$ cat src/hw/rtl/webdefr_pkg.sv
package webdefr_pkg;

	localparam logic [3:0] OPCODE_TEXT  = 4'h1;
	localparam logic [3:0] OPCODE_CLOSE = 4'h8;

	localparam logic [6:0] LEN_EXT16 = 7'd126;
	localparam logic [6:0] LEN_EXT64 = 7'd127;

	localparam logic [3:0] EXT16_BYTES = 4'd2;
	localparam logic [3:0] EXT64_BYTES = 4'd8;

	localparam logic [1:0] MASK_LAST_POS = 2'd3;

	typedef enum logic [1:0] {
		KIND_TEXT  = 2'd0,
		KIND_EMPTY = 2'd1,
		KIND_CLOSE = 2'd2
	} kind_t;

	typedef enum logic [4:0] {
		PH_OPCODE  = 5'b00001,
		PH_LEN     = 5'b00010,
		PH_EXT     = 5'b00100,
		PH_MASK    = 5'b01000,
		PH_PAYLOAD = 5'b10000
	} phase_t;

	typedef struct packed {
		kind_t      kind;
		logic [7:0] payload;
		logic       last;
	} result_t;

	typedef struct packed {
		logic step;
		logic emit;
		logic closed;
	} parse_ctl_t;

endpackage

$ cat src/hw/rtl/websocket_frame_deframer.sv
// Client-to-server frame parser: one stream byte per transfer on the data
// channel, at most one result per byte on the result channel. A byte is
// taken every cycle while the result side keeps up; throughput is one byte
// per clock, set by the single header/unmask step between the input register
// and the result register; each result is loaded into the result register
// once it is free. Text payload bytes come out unmasked with last_byte on
// the final one; an empty text frame gives one empty marker, and a close
// frame one close marker, after which every byte is swallowed until reset.
module websocket_frame_deframer (
	input  logic       clk,
	input  logic       arst_n,
	input  logic       data_valid,
	output logic       data_ready,
	input  logic [7:0] data_byte,
	output logic       result_valid,
	input  logic       result_ready,
	output logic [1:0] kind,
	output logic [7:0] payload_byte,
	output logic       last_byte
);
	import webdefr_pkg::*;

	logic       valid_s1;
	logic [7:0] byte_s1;
	logic       out_free;
	parse_ctl_t ctl;
	result_t    res;
	result_t    res_q;

	webdefr_in_stage u_in (
		.clk        (clk),
		.arst_n     (arst_n),
		.data_valid (data_valid),
		.data_ready (data_ready),
		.data_byte  (data_byte),
		.step       (ctl.step),
		.valid_s1   (valid_s1),
		.byte_s1    (byte_s1)
	);

	webdefr_parser u_parse (
		.clk      (clk),
		.arst_n   (arst_n),
		.valid_s1 (valid_s1),
		.byte_s1  (byte_s1),
		.out_free (out_free),
		.ctl      (ctl),
		.res      (res)
	);

	webdefr_out_stage u_out (
		.clk          (clk),
		.arst_n       (arst_n),
		.ctl          (ctl),
		.res          (res),
		.out_free     (out_free),
		.result_valid (result_valid),
		.result_ready (result_ready),
		.res_q        (res_q)
	);

	assign kind         = res_q.kind;
	assign payload_byte = res_q.payload;
	assign last_byte    = res_q.last;

	a_closed_silent: assert property (@(posedge clk) disable iff (!arst_n)
		ctl.closed |-> !ctl.emit)
		else $error("result produced after close");

	a_close_from_step: assert property (@(posedge clk) disable iff (!arst_n)
		$rose(ctl.closed) |-> $past(ctl.step) && $past(ctl.emit))
		else $error("link closed without a close transfer");

	a_marker_fields: assert property (@(posedge clk) disable iff (!arst_n)
		result_valid && (kind == KIND_EMPTY || kind == KIND_CLOSE)
		|-> last_byte && payload_byte == 8'h00)
		else $error("marker result with bad fields");

	a_no_overwrite: assert property (@(posedge clk) disable iff (!arst_n)
		result_valid && !result_ready |-> !(ctl.step && ctl.emit))
		else $error("pending result overwritten");

endmodule

$ cat src/hw/rtl/webdefr_in_stage.sv
module webdefr_in_stage (
	input  logic       clk,
	input  logic       arst_n,
	input  logic       data_valid,
	output logic       data_ready,
	input  logic [7:0] data_byte,
	input  logic       step,
	output logic       valid_s1,
	output logic [7:0] byte_s1
);
	import webdefr_pkg::*;

	logic load;

	assign data_ready = !valid_s1 || step;
	assign load       = data_valid && data_ready;

	always_ff @(posedge clk or negedge arst_n) begin
		if (!arst_n) begin
			valid_s1 <= 1'b0;
		end else if (load) begin
			valid_s1 <= 1'b1;
		end else if (step) begin
			valid_s1 <= 1'b0;
		end
	end

	always_ff @(posedge clk) begin
		if (load) begin
			byte_s1 <= data_byte;
		end
	end

endmodule

$ cat src/hw/rtl/webdefr_parser.sv
module webdefr_parser (
	input  logic                    clk,
	input  logic                    arst_n,
	input  logic                    valid_s1,
	input  logic [7:0]              byte_s1,
	input  logic                    out_free,
	output webdefr_pkg::parse_ctl_t ctl,
	output webdefr_pkg::result_t    res
);
	import webdefr_pkg::*;

	phase_t      phase_q, phase_n;
	logic [3:0]  opcode_q, opcode_n;
	logic [63:0] remain_q, remain_n;
	logic [3:0]  ext_left_q, ext_left_n;
	logic [31:0] key_q, key_n;
	logic [1:0]  mpos_q, mpos_n;
	logic        closed_q, closed_n;
	logic        emit;
	logic [6:0]  len7;
	logic [7:0]  key_byte;

	assign len7     = byte_s1[6:0];
	assign key_byte = key_q[{~mpos_q, 3'b000} +: 8];

	always_comb begin
		phase_n    = phase_q;
		opcode_n   = opcode_q;
		remain_n   = remain_q;
		ext_left_n = ext_left_q;
		key_n      = key_q;
		mpos_n     = mpos_q;
		closed_n   = closed_q;
		emit       = 1'b0;
		res        = '{kind: KIND_TEXT, payload: 8'h00, last: 1'b0};
		if (!closed_q) begin
			unique case (phase_q)
				PH_LEN: begin
					remain_n = '0;
					if (len7 == LEN_EXT16) begin
						ext_left_n = EXT16_BYTES;
						phase_n    = PH_EXT;
					end else if (len7 == LEN_EXT64) begin
						ext_left_n = EXT64_BYTES;
						phase_n    = PH_EXT;
					end else begin
						remain_n = {57'd0, len7};
						mpos_n   = '0;
						phase_n  = PH_MASK;
					end
				end
				PH_EXT: begin
					remain_n   = {remain_q[55:0], byte_s1};
					ext_left_n = ext_left_q - 4'd1;
					if (ext_left_n == 4'd0) begin
						mpos_n  = '0;
						phase_n = PH_MASK;
					end
				end
				PH_MASK: begin
					key_n = {key_q[23:0], byte_s1};
					if (mpos_q == MASK_LAST_POS) begin
						mpos_n = '0;
						if (remain_q == 64'd0) begin
							phase_n = PH_OPCODE;
							if (opcode_q == OPCODE_TEXT) begin
								emit = 1'b1;
								res  = '{kind: KIND_EMPTY, payload: 8'h00, last: 1'b1};
							end
						end else begin
							phase_n = PH_PAYLOAD;
						end
					end else begin
						mpos_n = mpos_q + 2'd1;
					end
				end
				PH_PAYLOAD: begin
					remain_n = remain_q - 64'd1;
					mpos_n   = mpos_q + 2'd1;
					if (remain_q == 64'd1) begin
						phase_n = PH_OPCODE;
						mpos_n  = '0;
					end
					if (opcode_q == OPCODE_TEXT) begin
						emit = 1'b1;
						res  = '{kind: KIND_TEXT, payload: byte_s1 ^ key_byte,
							last: (remain_q == 64'd1)};
					end
				end
				default: begin
					opcode_n = byte_s1[3:0];
					if (opcode_n == OPCODE_CLOSE) begin
						closed_n = 1'b1;
						phase_n  = PH_OPCODE;
						emit     = 1'b1;
						res      = '{kind: KIND_CLOSE, payload: 8'h00, last: 1'b1};
					end else begin
						phase_n = PH_LEN;
					end
				end
			endcase
		end
	end

	// an item with no result never waits for the output register
	assign ctl.step   = valid_s1 && (!emit || out_free);
	assign ctl.emit   = emit;
	assign ctl.closed = closed_q;

	always_ff @(posedge clk or negedge arst_n) begin
		if (!arst_n) begin
			phase_q    <= PH_OPCODE;
			opcode_q   <= '0;
			remain_q   <= '0;
			ext_left_q <= '0;
			key_q      <= '0;
			mpos_q     <= '0;
			closed_q   <= 1'b0;
		end else if (ctl.step) begin
			phase_q    <= phase_n;
			opcode_q   <= opcode_n;
			remain_q   <= remain_n;
			ext_left_q <= ext_left_n;
			key_q      <= key_n;
			mpos_q     <= mpos_n;
			closed_q   <= closed_n;
		end
	end

endmodule

$ cat src/hw/rtl/webdefr_out_stage.sv
module webdefr_out_stage (
	input  logic                    clk,
	input  logic                    arst_n,
	input  webdefr_pkg::parse_ctl_t ctl,
	input  webdefr_pkg::result_t    res,
	output logic                    out_free,
	output logic                    result_valid,
	input  logic                    result_ready,
	output webdefr_pkg::result_t    res_q
);
	import webdefr_pkg::*;

	logic load;

	assign out_free = !result_valid || result_ready;
	assign load     = ctl.step && ctl.emit;

	always_ff @(posedge clk or negedge arst_n) begin
		if (!arst_n) begin
			result_valid <= 1'b0;
		end else if (load) begin
			result_valid <= 1'b1;
		end else if (result_ready) begin
			result_valid <= 1'b0;
		end
	end

	always_ff @(posedge clk) begin
		if (load) begin
			res_q <= res;
		end
	end

endmodule
$ cat config.mk
export PLATFORM = sky130hd
export DESIGN_NAME = websocket_frame_deframer
export DESIGN_NICKNAME = d
export VERILOG_FILES = /design/src/hw/rtl/webdefr_pkg.sv /design/src/hw/rtl/websocket_frame_deframer.sv /design/src/hw/rtl/webdefr_in_stage.sv /design/src/hw/rtl/webdefr_parser.sv /design/src/hw/rtl/webdefr_out_stage.sv
export SDC_FILE = /design/constraint.sdc
export NUM_CORES = 1
export LEC_CHECK = 0
export BUFFER_PORTS_ARGS = -buffer_cell sky130_fd_sc_hd__buf_2
export CELL_PAD_IN_SITES_DETAIL_PLACEMENT = 1
export CELL_PAD_IN_SITES_GLOBAL_PLACEMENT = 2
export CORE_ASPECT_RATIO = 0.75
export CORE_MARGIN = 3
export CORE_UTILIZATION = 40
export DETAILED_ROUTE_END_ITERATION = 12
export HOLD_SLACK_MARGIN = 0.03
export PLACE_DENSITY_LB_ADDON = 0.1
export SETUP_SLACK_MARGIN = 0.05
export SLEW_MARGIN = 10
export SYNTH_ARGS = -nofsm -noshare
export SYNTH_HDL_FRONTEND = slang
export SYNTH_SLANG_ARGS = --single-unit
$ cat constraint.sdc
create_clock -name clk -period 5.63 [get_ports clk]
set_input_delay 1.126 -clock clk [delete_from_list [all_inputs] [get_ports clk]]
set_output_delay 1.126 -clock clk [all_outputs]
set_load 0.05 [all_outputs]
Yosys cells after proc, flatten, opt, wreduce, memory -nomap -nowiden
Cells that the tools add are included.
Widths: inputs -> output; s select.
{"block": "word_totals", "reg_bits": 133, "out_inout_bits": 13}
{"block": "classes", "eq_ne": 16, "mux": 38, "shift": 1, "n_addsub": 3, "n_reduce_logical": 24, "n_bitwise": 4}
{"operator": "$pmux 64 s3", "count": 1}
{"operator": "$eq 64x1->1 const B", "count": 1}
{"operator": "$logic_not 64->1", "count": 1}
{"operator": "$mux 64", "count": 1}
{"operator": "$sub 64x1->64 const B", "count": 1}
{"operator": "$mux 11", "count": 3}
{"operator": "$pmux 11 s3", "count": 1}
{"operator": "$shiftx 32x6->8", "count": 1}
{"operator": "$mux 5", "count": 5}
{"operator": "$pmux 5 s4", "count": 1}
{"operator": "$eq 7x7->1 const B", "count": 2}
{"operator": "$mux 2", "count": 6}
{"operator": "$mux 4", "count": 3}
{"operator": "$mux 1", "count": 11}
{"operator": "$mux 10", "count": 1}
{"operator": "$mux 9", "count": 1}
{"operator": "$reduce_and 3->1", "count": 3}
{"operator": "$pmux 2 s4", "count": 1}
{"operator": "$pmux 4 s2", "count": 1}
{"operator": "$xor 8x8->8", "count": 1}
{"operator": "$mux 7", "count": 1}
{"operator": "$ne 2x1->1 const B", "count": 3}
{"operator": "$reduce_and 6->1", "count": 1}
{"operator": "$reduce_bool 2->1", "count": 3}
{"operator": "24 further kinds", "count": 32}

Depth between registers and ports, before layout
Gate-level depths: netlist of the first run.
{"block": "depth", "ltp_word": 12, "mapped_depth": 9}

By module
A second synthesis of the first run with hierarchy kept.
{"block": "hier_totals", "hier_cells": 757, "area_unflattened_um2": 7282.0}
{"mod": "webdefr_parser", "area_per_inst_um2": 6605.1, "instances": 1, "seq_area_each_um2": 2803.9, "cells_per_inst": 729}
{"mod": "webdefr_out_stage", "area_per_inst_um2": 382.9, "instances": 1, "seq_area_each_um2": 355.3, "cells_per_inst": 16}
{"mod": "webdefr_in_stage", "area_per_inst_um2": 294.0, "instances": 1, "seq_area_each_um2": 265.3, "cells_per_inst": 12}

Worst setup path before layout of the first run
Ideal clock, no wire load.
{"block": "synth_timing", "kind": "reg-to-output", "from": "reg u_parse.remain_q[54]", "to": "out data_ready", "required_ns": 4.504, "slack_ns": 1.750, "n_path_buf": 2, "arrival_ns": 2.754, "stages_incl_launch_ff": 9, "path_cell_list": "dfrtp_1 -> buf_6 -> or4_1 -> clkbuf_2 -> or4b_4 -> or3_4 -> o31a_2 -> nor2_1 -> nand2_1"}
{"block": "synth_via", "elab_chain_cells": 9}
{"element": "start, declared", "line": "webdefr_parser.sv:14", "source": "logic [63:0] remain_q, remain_n;"}
{"element": "start signal, assigned", "line": "webdefr_parser.sv:122", "source": "remain_q <= remain_n;"}
{"element": "$logic_not 64->1", "line": "webdefr_parser.sv:64", "source": "if (remain_q == 64'd0) begin"}
{"element": "$mux 1", "line": "webdefr_parser.sv:64"}
{"element": "$mux 1", "line": "webdefr_parser.sv:62", "source": "if (mpos_q == MASK_LAST_POS) begin"}
{"element": "$pmux 1 s3", "line": "webdefr_parser.sv:37", "source": "unique case (phase_q)"}
{"element": "$mux 1", "line": "webdefr_parser.sv:36", "source": "if (!closed_q) begin"}
{"element": "$logic_not 1->1", "line": "webdefr_parser.sv:106", "source": "assign ctl.step = valid_s1 && (!emit || out_free);"}
{"element": "$logic_or 1x1->1", "line": "webdefr_parser.sv:106"}
{"element": "$logic_and 1x1->1", "line": "webdefr_parser.sv:106"}
{"element": "$logic_or 1x1->1", "line": "webdefr_in_stage.sv:15", "source": "assign data_ready = !valid_s1 || step;"}
{"element": "end, declared", "line": "websocket_frame_deframer.sv:13", "source": "output logic data_ready,"}
No other way between the ends.

Worst setup path in the final report of the first run
{"block": "layout_timing", "from": "reg u_parse.remain_q[17]", "to": "out data_ready"}
The elaborated chain is that of the path after synthesis.

==> results of run 1 <==
[sequential cells by signal (all words and copies together), names as in the netlist]
signal and flops:
u_parse.remain_q 64, u_parse.closed_q 1, u_parse.phase_q 5, u_parse.key_q 32
u_parse.opcode_q 4, u_parse.ext_left_q 4, u_in.byte_s1 8, u_in.valid_s1 1
u_out.result_valid 1, u_parse.mpos_q 2, u_out.res_q 11
[placed cells by master, fill, tap and decap left out, types with 18 or more instances in the layout]
cell type    n
o21ai_0    116
dfrtp_1    113
nor2_1      64
nor3_1      36
a21oi_1     35
mux2_4      30
a32oi_1     27
a31oi_1     25
buf_2       23
nand2_1     22
a22oi_1     21
clkbuf_16   19
edfxtp_1    19
inv_1       18
[Yosys cell counts, types with 6 or more instances]
| cell type | count |
|---|---|
| o21ai_0 | 116 |
| dfrtp_1 | 113 |
| nor2_1 | 65 |
| clkbuf_1 | 47 |
| nor3_1 | 38 |
| a21oi_1 | 35 |
| mux2_4 | 30 |
| a32oi_1 | 27 |
| a31oi_1 | 25 |
| nand2_1 | 22 |
| a22oi_1 | 21 |
| edfxtp_1 | 19 |
| inv_1 | 18 |
| nor4_1 | 16 |
| mux2_2 | 10 |
| and3_1 | 8 |
| mux4_2 | 8 |
| xnor2_1 | 8 |
| nand3_1 | 7 |
| or3_1 | 7 |
| and2_1 | 6 |
| ha_1 | 6 |
| nand4_1 | 6 |
| or2_2 | 6 |
[critical path, stage by stage (launching register included)]
cell and delay (ns):
dfrtp_1 0.46, or4_1 0.63, nor4_1 0.60, nand3_1 0.32, o31a_2 0.49, nor2_1 0.22, nand2_1 0.08, buf_2 0.21
[metrics by stage]
step	power [W]	cells	hold WS, ns	worst slack [ns]
after floorplan	0.00216	759	0.462	1.75
after global placement	0.00244	985	0.484	1.68
after detailed placement	0.00249	985	0.492	1.59
after CTS	0.00363	1017	0.507	1.13
after global routing	0.00381	1017	0.523	0.945
final	0.00361	1017	0.503	1.07
[where the power goes]
group | switching (W) | total (W) | internal (W)
clock network | 0.000454 | 0.00112 | 0.000662
registers | 0.000208 | 0.00138 | 0.00117
logic | 0.000639 | 0.00111 | 0.000473
[layout make-up]
type / instances / share of cell area
multi-input cells: 556 / 0.455
flip-flops and latches: 133 / 0.406
clock buffers: 22 / 0.0577
well taps: 242 / 0.0359
repair buffers: 36 / 0.0252
clock inverters: 10 / 0.0119
inverters: 18 / 0.00802
[kinds of logic (layout without fill, tap and decap cells)]
logic type,Yosys count,after routing,share of synthesized area
AOI/OAI and AO/OA,278,278,0.236
and+or+nand+nor,213,213,0.148
DFF,133,133,0.455
buffers and inverters,70,86,0.0391
muxes,50,50,0.101
xor gates and xnor gates,9,9,0.0105
adders and majority gates,6,6,0.00998
[final timing paths]
path / to / slack [ns] / cells after the start
setup / recovery: data_ready / 1.07 / 7
hold / removal: u_parse.opcode_q[3] / 0.50 / 1
setup reg to reg: u_parse.remain_q[28] / 1.74 / 8
hold reg to reg: u_parse.opcode_q[3] / 0.50 / 1
max in group asynchronous: u_parse.remain_q[56] / 3.60 / 2
min in group asynchronous: u_parse.key_q[13] / 0.81 / 1
[metal layers]
| layer | wire [um] | share of wire |
|---|---|---|
| met5 | 0 | 0 |
| met4 | 306 | 0.013 |
| met3 | 1180 | 0.050 |
| met2 | 10300 | 0.43 |
| met1 | 11900 | 0.50 |
==> flow_summary.json, run 1 <==
{
  "cts_setup_buffers": 0,
  "finalMaxSlewViolations": 0,
  "tightest_slew_ns": 1.19,
  "synthTopCellsByArea": "dfrtp_1 (38%), o21ai_0 (7.7%), edfxtp_1 (7.6%)",
  "vias": 6498,
  "ys_seq_area_frac": 0.455,
  "grtUsageMet1": 0.369,
  "timing.final.crit_period_ns": 4.56,
  "drc": 0,
  "async_flop_share": 0.857,
  "grt_util_met2": 0.342,
  "first_pass_iters": 6,
  "die-area_um2": 20500,
  "seq_area_um2": 3420,
  "setup_tns_ns": 0,
  "cts_sinks": 133,
  "synth_top_area_frac": 0.376,
  "grt_max_degree": 70,
  "portBuffers": 24,
  "syn_to_final_growth_pct": 12.1,
  "path_class": "reg -> out",
  "rows": 42,
  "yosysTopAreaCell": "dfrtp_1",
  "ant_nets": 0,
  "multi_input_area_um2": 3830,
  "cts.reportedPaths.clkPinSlew_ns": 0.06,
  "setup_viol": 0,
  "grt_pass1_vias": 6723,
  "arrival_ns": 3.44,
  "endpoint_kind": "primary output",
  "fill_cells": 2002,
  "synth_seq_cells": 133,
  "dieWidth_um": 164,
  "final_area_um2": 8430,
  "status": "complete, no violations",
  "core_area_um2": 18000,
  "placed_area_um2": 7840,
  "min_path_type": "reg -> reg",
  "finalHoldViolations": 0,
  "numCtsBuffers": 17,
  "regToRegStartpoint": "u_parse.phase_q[3]",
  "routedWlPerCell_um": 23.3,
  "initial_core_util": 0.417,
  "antenna_found_initial": 0,
  "cap_violations": 0,
  "drt_iter0_markers": 556,
  "power_density_nw_per_um2": 428,
  "synthCells": 759,
  "cts-resized-gates": 0,
  "worstPathRequired_ns": 4.50,
  "io_pins": 25,
  "critical_path.max_fanout": 8,
  "skew_ns": 0.0194,
  "synth_warnings": 0,
  "power.leakage_nw": 3.38,
  "htreeDepth": 4,
  "dp.final_hpwl_mm": 15.9,
  "syn_nets": 777,
  "ctsHoldBuffers": 0,
  "gp_congestion": 0.828,
  "min-delay-start": "u_parse.opcode_q[3]",
  "ys.flop_type": "dfrtp_1",
  "grt_first_pass_wirelength_mm": 38.9,
  "diodes": 0,
  "clockBufferDepth": 2,
  "clock_latency_ns": 0.44,
  "wirelength_mm": 23.7,
  "rsz0062_at_grt": "false",
  "root_buffer": "clkbuf_16",
  "syn_area_per_cell_um2": 9.91,
  "fmax_mhz": 219,
  "grt_overflow": 0,
  "die_h_um": 125,
  "synth-edff-count": 19,
  "slew_headroom": 0.199,
  "netlist_area_um2": 7520,
  "via_per_inst": 6.39,
  "drive_gt1_frac": 0.172,
  "synth_cell_types": 69,
  "fin_util": 0.468,
  "met3_usage": 0.0432,
  "busiest_layer": "met1",
  "critPathLaunch": "u_parse.remain_q[17]",
  "nets": 780,
  "worst_setup_path_start_kind": "flop",
  "cts_tree": "yes",
  "track_usage": 0.239,
  "finalCritPeriodShare": 0.811,
  "vdd_drop_max_uv": 189
}
Note: power is estimated with default switching activity, not from simulation.
==> inputs of run 2 (changes only) <==
--- a/config.mk
+++ b/config.mk
@@ -5,12 +5,13 @@
 export SDC_FILE = /design/constraint.sdc
 export NUM_CORES = 1
 export LEC_CHECK = 0
+export ABC_AREA = 1
 export BUFFER_PORTS_ARGS = -buffer_cell sky130_fd_sc_hd__buf_2
 export CELL_PAD_IN_SITES_DETAIL_PLACEMENT = 1
 export CELL_PAD_IN_SITES_GLOBAL_PLACEMENT = 2
 export CORE_ASPECT_RATIO = 0.75
 export CORE_MARGIN = 3
-export CORE_UTILIZATION = 40
+export CORE_UTILIZATION = 36
 export DETAILED_ROUTE_END_ITERATION = 12
 export HOLD_SLACK_MARGIN = 0.03
 export PLACE_DENSITY_LB_ADDON = 0.1
==> constraint.sdc (replaced) <==
create_clock -name clk -period 4.76 [get_ports clk]
set_input_delay 0.952 -clock clk [delete_from_list [all_inputs] [get_ports clk]]
set_output_delay 0.952 -clock clk [all_outputs]
set_load 0.05 [all_outputs]
==> run 2 against run 1 <==
Net effect:
- utilization shrank 5.1 points
- sequential power decreased by 15%
- combinational power is 96% lower
- cell area up 11%
- wire length grew 23%
- via count rose by 23%
- area after synthesis grew 11%
- flip-flop and latch count is the same
- largest cell class unchanged
- highest routed layer unchanged
==> flow_summary.json, run 2 <==
{
  "status": "complete, no violations",
  "htreeDepth": 4,
  "grt_max_degree": 95,
  "synthTopCellsByArea": "dfrtp_1 (34%), nand2_1 (16%), nor2_1 (8.0%)",
  "grt_overflow": 0,
  "timing.final.crit_period_ns": 3.44,
  "grt_pass1_vias": 8165,
  "endpoint_kind": "primary output",
  "worstPathRequired_ns": 3.81,
  "drive_gt1_frac": 0.0988,
  "first_pass_iters": 8,
  "vdd_drop_max_uv": 228,
  "rsz0062_at_grt": "false",
  "whs_ns": 0.478,
  "largest_register_ffs": 64,
  "critical_path.max_fanout": 4,
  "finalMaxSlewViolations": 0,
  "fmax_mhz": 291,
  "die_h_um": 138,
  "cts-resized-gates": 0,
  "top_register": "u_parse.remain_q",
  "diodes": 0,
  "nets": 1230,
  "dp.final_hpwl_mm": 21.3,
  "finalHoldViolations": 0,
  "syn_area_per_cell_um2": 6.94,
  "synth_cell_types": 38,
  "finalCritPeriodShare": 0.723,
  "synth_seq_cells": 133,
  "netlist_area_um2": 8320,
  "skew_ns": 0.0103,
  "portBuffers": 24,
  "ys.flop_type": "dfrtp_1",
  "slew_headroom": 0.477,
  "gp_congestion": 0.845,
  "clock_latency_ns": 0.43,
  "layout_commonest_cell": "nand2_1",
  "worst_setup_path_start_kind": "flop",
  "vias": 7994,
  "drt_iter0_markers": 493,
  "cap_violations": 0,
  "io_pins": 25,
  "synth_warnings": 0,
  "synth_common_cells": "nand2_1 (358), nor2_1 (178), o21ai_0 (124)",
  "power.leakage_nw": 3.96,
  "via_per_inst": 5.26,
  "synthCells": 1198,
  "clockBufferDepth": 2,
  "min_path_type": "reg -> reg",
  "cts_tree": "yes",
  "numCtsBuffers": 17,
  "wirelength_mm": 29.2,
  "arrival_ns": 2.49,
  "syn_to_final_growth_pct": 12.3,
  "die-area_um2": 25000,
  "setup_tns_ns": 0,
  "top_regs": "u_parse.remain_q x64, u_parse.key_q x32, u_out.res_q x11",
  "path_class": "reg -> out",
  "routedWlPerCell_um": 19.2,
  "hold_depth": 2,
  "async_flop_share": 0.857,
  "initial_core_util": 0.371,
  "power_density_nw_per_um2": 287,
  "dieWidth_um": 181,
  "cts_setup_buffers": 0,
  "ctsHoldBuffers": 0,
  "root_buffer": "clkbuf_16",
  "antenna_found_initial": 0,
  "setup_viol": 0,
  "ant_nets": 0,
  "synth.most_common_cell": "nand2_1",
  "core_area_um2": 22400,
  "yosysTopAreaCell": "dfrtp_1",
  "cts_sinks": 133,
  "drc": 0,
  "mostFrequentLayoutCells": "nand2_1 (358), nor2_1 (178), o21ai_0 (124)",
  "tightest_slew_ns": 0.784,
  "synth-edff-count": 19,
  "grt_first_pass_wirelength_mm": 47.1,
  "track_usage": 0.243,
  "layout.cells.non_filler": 1519,
  "rows": 47,
  "syn_nets": 1216,
  "dp.cells": 1487,
  "worst-r2r-cell-count": 11,
  "cts.reportedPaths.clkPinSlew_ns": 0.06,
  "ys_seq_area_frac": 0.412,
  "fill_cells": 2855,
  "synth_top_area_frac": 0.340
}
==> run 2: through the flow <==
step | worst slack [ns] | power, W | utilization | area (um^2)
detailed placement | 1.67 | 0.00124 | 0.388 | 8700
CTS | 1.33 | 0.00271 | 0.417 | 9340
finish | 1.32 | 0.00268 | 0.417 | 9340
global placement | 1.67 | 0.00124 | 0.388 | 8700
global route | 1.17 | 0.00276 | 0.417 | 9340
floorplan | 2.03 | 0.00120 | - | 8320
==> run 2: final cells by class <==
cell class                 count  area (um^2)  area share
timing repair buffer          31          200      0.0214
clock buffer                  18          429      0.0459
tap                          294          368      0.0394
inverter                     108          405      0.0434
clock inverter                14          209      0.0224
multi-input combinational    921         4300       0.461
sequential                   133         3420       0.367
==> run 2: critical path: stages, from the launching register on <==
cell and delay, ns:
dfrtp_1 0.46, nor2_1 0.18, nand2_1 0.10, nor2_1 0.34, nand2_2 0.16, nor2_4 0.14, nand4_2 0.12, nand2_2 0.13
nand4_1 0.16, buf_2 0.26
==> run 2: logic make-up after synthesis <==
group / Yosys count / share of synthesized area
AOI/OAI and AO/OA: 204 / 0.134
and+or+nand+nor: 697 / 0.360
xor gates and xnor gates: 14 / 0.0147
adders and majority gates: 6 / 0.00903
buffers and inverters: 144 / 0.0706
DFF: 133 / 0.412
==> run 2: routing by layer <==
layer | track usage | share of wire | vias to the layer above
li1 | - | - | 3942
met1 | 0.392 | 0.56 | 3913
met2 | 0.335 | 0.39 | 119
met3 | 0.0372 | 0.040 | 20
met4 | 0.0507 | 0.010 | 0
met5 | 0 | 0 | -
==> run 2: worst paths after layout <==
kind | slack (ns) | end | startpoint
worst max-delay path | 1.32 | data_ready | u_parse.remain_q[31]
worst min-delay path | 0.48 | u_parse.opcode_q[1] | u_parse.opcode_q[1]
worst max register to register | 1.67 | u_out.res_q[8] | u_parse.phase_q[0]
worst min register to register | 0.48 | u_parse.opcode_q[1] | u_parse.opcode_q[1]
max in group asynchronous | 3.31 | u_parse.phase_q[0] | arst_n
min in group asynchronous | 0.59 | u_parse.key_q[20] | arst_n
==> run 2: power by group <==
part           switching (W)  internal (W)
Clock               0.000539      0.000927
Combinational      0.0000371     0.0000112
Sequential        0.00000772       0.00116
